--- src/sv/plds_pkg.sv ---
// Shared types, widths and saturating arithmetic for the packet loss/delay statistics block.
`timescale 1ns / 1ps

package plds_pkg;

	localparam int SEQ_W  = 48;
	localparam int TIME_W = 52;
	localparam int CNT_W  = 32;
	localparam int ACC_W  = 64;

	typedef struct packed {
		logic              is_end;
		logic [SEQ_W-1:0]  seq_number;
		logic [TIME_W-1:0] send_time;
		logic [TIME_W-1:0] recv_time;
	} plds_in_t;

	typedef struct packed {
		logic [SEQ_W-1:0]  lost_packets;
		logic [SEQ_W-1:0]  expected_packets;
		logic [CNT_W-1:0]  record_count;
		logic [ACC_W-1:0]  sum_interarrival;
		logic [ACC_W-1:0]  sum_delay;
		logic [ACC_W-1:0]  sumsq_interarrival;
		logic [ACC_W-1:0]  sumsq_delay;
		logic [TIME_W-1:0] first_send_time;
		logic [TIME_W-1:0] last_recv_time;
	} plds_out_t;

	function automatic logic [SEQ_W-1:0] sat_add_seq(logic [SEQ_W-1:0] a, logic [SEQ_W-1:0] b);
		logic [SEQ_W:0] s;
		s = {1'b0, a} + {1'b0, b};
		return s[SEQ_W] ? {SEQ_W{1'b1}} : s[SEQ_W-1:0];
	endfunction

	function automatic logic [ACC_W-1:0] sat_add_u(logic [ACC_W-1:0] a, logic [ACC_W-1:0] b);
		logic [ACC_W:0] s;
		s = {1'b0, a} + {1'b0, b};
		return s[ACC_W] ? {ACC_W{1'b1}} : s[ACC_W-1:0];
	endfunction

	// two's complement add, clamped at both ends
	function automatic logic [ACC_W-1:0] sat_add_s(logic [ACC_W-1:0] a, logic [ACC_W-1:0] b);
		logic [ACC_W-1:0] s;
		s = a + b;
		if (a[ACC_W-1] == b[ACC_W-1] && s[ACC_W-1] != a[ACC_W-1]) begin
			return a[ACC_W-1] ? {1'b1, {(ACC_W-1){1'b0}}} : {1'b0, {(ACC_W-1){1'b1}}};
		end
		return s;
	endfunction

endpackage

--- src/sv/plds_pair_calc.sv ---
// Inter-arrival and one-way delay of a record pair, clamped to DIFF_BITS.
`timescale 1ns / 1ps

module plds_pair_calc #(
	parameter int DIFF_BITS = 32
) (
	input  logic [plds_pkg::TIME_W-1:0] recv_time,
	input  logic [plds_pkg::TIME_W-1:0] prev_recv,
	input  logic [plds_pkg::TIME_W-1:0] prev_send,
	output logic [DIFF_BITS-1:0]        iarr,
	output logic [DIFF_BITS-1:0]        dly,
	output logic [DIFF_BITS-1:0]        mag
);
	import plds_pkg::*;

	localparam logic [DIFF_BITS-1:0] SMAX = {1'b0, {(DIFF_BITS-1){1'b1}}};
	localparam logic [DIFF_BITS-1:0] SMIN = {1'b1, {(DIFF_BITS-1){1'b0}}};

	logic [TIME_W-1:0] iarr_raw;
	logic              recv_back;
	logic [TIME_W:0]   d;
	logic [TIME_W:0]   d_neg;
	logic              pos_ovf;
	logic              neg_ovf;
	logic              neg_big;

	assign iarr_raw  = recv_time - prev_recv;
	assign recv_back = recv_time < prev_recv;
	assign d         = {1'b0, prev_recv} - {1'b0, prev_send};
	assign d_neg     = {1'b0, prev_send} - {1'b0, prev_recv};
	assign pos_ovf   = !d[TIME_W] && (|d[TIME_W-1:DIFF_BITS-1]);
	assign neg_ovf   = d[TIME_W] && !(&d[TIME_W-1:DIFF_BITS-1]);
	assign neg_big   = |d_neg[TIME_W:DIFF_BITS-1];

	always_comb begin
		if (recv_back) begin
			iarr = '0;
		end else if (|iarr_raw[TIME_W-1:DIFF_BITS]) begin
			iarr = '1;
		end else begin
			iarr = iarr_raw[DIFF_BITS-1:0];
		end

		if (pos_ovf) begin
			dly = SMAX;
		end else if (neg_ovf) begin
			dly = SMIN;
		end else begin
			dly = d[DIFF_BITS-1:0];
		end

		// magnitude taken from the side that is positive, so no negate follows the clamp
		if (d[TIME_W]) begin
			mag = neg_big ? SMIN : d_neg[DIFF_BITS-1:0];
		end else begin
			mag = pos_ovf ? SMAX : d[DIFF_BITS-1:0];
		end
	end

endmodule

--- config.mk ---
export PLATFORM = sky130hd
export DESIGN_NAME = plds_pair_calc
export DESIGN_NICKNAME = d
export VERILOG_FILES = /design/src/sv/plds_pkg.sv /design/src/sv/plds_pair_calc.sv
export SDC_FILE = /design/constraint.sdc
export NUM_CORES = 1
export LEC_CHECK = 0
export ABC_AREA = 1
export CAP_MARGIN = 5
export CELL_PAD_IN_SITES_DETAIL_PLACEMENT = 0
export CELL_PAD_IN_SITES_GLOBAL_PLACEMENT = 1
export CORE_MARGIN = 5
export CORE_UTILIZATION = 40
export DETAILED_ROUTE_END_ITERATION = 8
export DONT_BUFFER_PORTS = 1
export PLACE_DENSITY_LB_ADDON = 0.1
export SYNTH_ARGS = -nofsm -noshare
export SYNTH_HDL_FRONTEND = slang
export SYNTH_SLANG_ARGS = --single-unit
--- constraint.sdc ---
create_clock -name vclk -period 3.7
set_input_delay 0.74 -clock vclk [all_inputs]
set_output_delay 0.74 -clock vclk [all_outputs]
set_load 0.01 [all_outputs]
==> results.md <==
* Status: finished, violations left
* Failing checks: setup timing
* Most frequent cells in the layout: nand2_1 (1094), inv_1 (605), buf_4 (564)
* Setup TNS at -32.08 ns
* Worst Path Class, Setup: in2out
* FF/Latch Area at 0 um^2
* Crit-path cells: inv_1 -> ha_1 -> buf_4 -> buf_4 -> clkinvlp_4 -> o21ai_0 -> nor2_1 -> o211ai_1 -> a21oi_1 -> nand3_1 -> nand2_1 -> nand3_2 -> nor2_4 -> buf_6 -> buf_6 -> buf_12 -> nand4_1 -> nand2_2
* Std-Cell Rows at 70
* Final wirelength at 78.1 mm
* Syn Inst Count at 3011
* Ports at 252
* CP Buf/Inv Count at 7
* Switching part of the total at 0.598
* Worst VDD drop at 0.0840 mV
* Clk_buf instances at 0
* Share of the synthesized area in the top cell type at 0.304
* # port buffers at 0
* Setup crit end: mag[21]
* Ratio of cells with drive above 1 in the final layout at 0.304
* Slew HR at 0.723
* P_int at 0.00159 W
* DRT Pass-1 Iters at 6
* Power, Total at 0.00396 W
* Gr usage total at 0.352
* Leakage power at 12.4 nW
* Via/cell ratio at 5.10
* DRC at 0
* Fin nets at 3872
* Post-DP Area at 0.0193 mm^2
* Area delta synth->final at 45.0%
* Seq/Total Area, Yosys at 0
* Die Y at 202 um
* Final core utilization at 0.586
* Gp weighted congestion at 1.04
* Vias at 20.5k
* Initial antenna violation count at 0
* Die X at 202 um
* Pins Over Slew Limit at 0
* Synth top area cells: nand2_1 (30%), inv_1 (16%), ha_1 (13%), nor2_1 (7.1%), a21oi_1 (5.6%)
* DRT iter0 DRCs at 1675
* Worst slew pin tran at 0.414 ns
* Syn Nets at 3326
* Die area at 0.0408 mm^2
* Post-Synthesis Cell Area at 0.0147 mm^2
* Global-route wire length before repair at 112 mm
* Initial Util at 0.404
* Final HPWL from detailed placement at 68.4 mm
* Worst Path Required at 2.96 ns
* Avg Inst Size Synth at 4.89 um^2
* Grt ovf at 0
* Crit-path slowest cell: ha_1
* Sequential cells at 0
* Pre-CTS worst setup slack at -0.626 ns
* Period minus WS final at 4.17 ns
* Seq pwr share at 0
* Largest net degree at the start of global routing at 40
* CTS Hold Buffers Added at 0
* CP peak stage delay at 0.31 ns
* Fmax at 0.240 GHz
* Combinational power share at 1.000
* Setup ws final at -0.470 ns
* Period utilization at 1.13
* Final hold violations at 0
* Number of setup violations in the final report at 95
* Crit path max-delay family: simple AND/OR/NAND/NOR gates
* Diode count at 0
* PwrDens at 185 mW/mm^2
* Startpoint Class: primary input
* Synth area leader: nand2_1
* Vias in the first global route at 19.6k
* Worst path depth at 18
* CP Max Fanout at 8
* Syn. warnings at 0
* Net switching power at 0.00237 W
* Core region area at 0.0364 mm^2
* Max_cap viols at 0
* WL per Instance at 19.4 um
* Hold Path Class: in2out
* Design Area, Final at 0.0214 mm^2
* Clock power share at 0
* Commonest non-fill, non-tap cell in the layout: nand2_1
* Post-synth cell types at 42
* Post-DRT Antenna Nets at 0
* Crit path DAT at 3.43 ns
* Crit path from: prev_recv[46]
* Critical Path Sink Type: primary output
* Unrepaired setup endpoints after global routing: yes
==> kinds of logic after synthesis <==
group                    share of synthesized area
AND/OR/NAND/NOR                              0.513
buffers and inverters                        0.185
AO/OA/AOI/OAI                                0.118
XOR/XNOR                                    0.0476
adder cells (fa/ha/maj)                      0.137
==> worst min-delay path by stage <==
stage               slack (ns)  cells past startpoint       to         start
floorplan                 1.75                      4   dly[0]  prev_send[0]
finish                    1.83                      3  iarr[1]  recv_time[1]
detailed placement        1.82                      3   mag[1]  prev_send[1]
global placement          1.83                      4   dly[0]  prev_send[0]
global route              1.87                      3  iarr[1]  recv_time[1]
CTS                       1.83                      3  iarr[1]  recv_time[1]
==> final cells by class <==
cell class / count / area [um^2]
Multi-Input combinational cell: 2320 / 13600
Tap cell: 468 / 586
Fill cell: 3816 / 15100
Timing Repair Buffer: 593 / 4760
Inverter: 642 / 2430
==> through the flow <==
step                hold slack, ns  cells
finish                        1.83   4023
global route                  1.87   4023
CTS                           1.83   4004
detailed placement            1.82   3983
global placement              1.83   3983
floorplan                     1.75   3011
==> cells in the mapped netlist, types with 2 or more instances <==
| cell type | count |
|---|---|
| a21boi_0 | 2 |
| a21o_1 | 5 |
| a21oi_1 | 166 |
| a31oi_1 | 5 |
| and2_1 | 2 |
| buf_2 | 23 |
| buf_4 | 6 |
| buf_6 | 8 |
| clkbuf_1 | 5 |
| clkbuf_2 | 9 |
| fa_1 | 3 |
| ha_1 | 156 |
| inv_1 | 615 |
| inv_2 | 26 |
| nand2_1 | 1192 |
| nand2_2 | 17 |
| nand2_4 | 12 |
| nand3_1 | 143 |
| nand3_2 | 2 |
| nand3b_1 | 4 |
| nand4_1 | 51 |
| nor2_1 | 279 |
| nor2_2 | 30 |
| nor2_4 | 28 |
| nor3_1 | 13 |
| nor3_2 | 3 |
| o211ai_1 | 3 |
| o21a_1 | 4 |
| o21ai_0 | 59 |
| o21bai_1 | 16 |
| o21bai_2 | 30 |
| or2_2 | 6 |
| xnor2_1 | 25 |
| xor2_1 | 55 |
==> power groups by stage <==
stage	sequential (W)	combinational [W]	clock [W]
after floorplan	0	0.00194	0
after CTS	0	0.00366	0
after global placement	0	0.00346	0
after global routing	0	0.00424	0
after detailed placement	0	0.00349	0
final	0	0.00396	0
==> routing by layer <==
layer | up-vias | part of all wire | GRT usage
li1 | 10187 | - | -
met1 | 9292 | 0.41 | 0.450
met2 | 877 | 0.46 | 0.598
met3 | 167 | 0.082 | 0.0597
met4 | 0 | 0.049 | 0.120
met5 | - | 0 | 0
==> timing repair <==
| item | 4_1_cts | 5_1_grt |
|---|---|---|
| setup buffers | 18 | 10 |
| resized for setup | 192 | 231 |
| endpoints found under the setup margin | 96 | 96 |
| cloned | 3 | 9 |
| pin swaps | 28 | 24 |
Note: power is estimated with default switching activity, not from simulation.
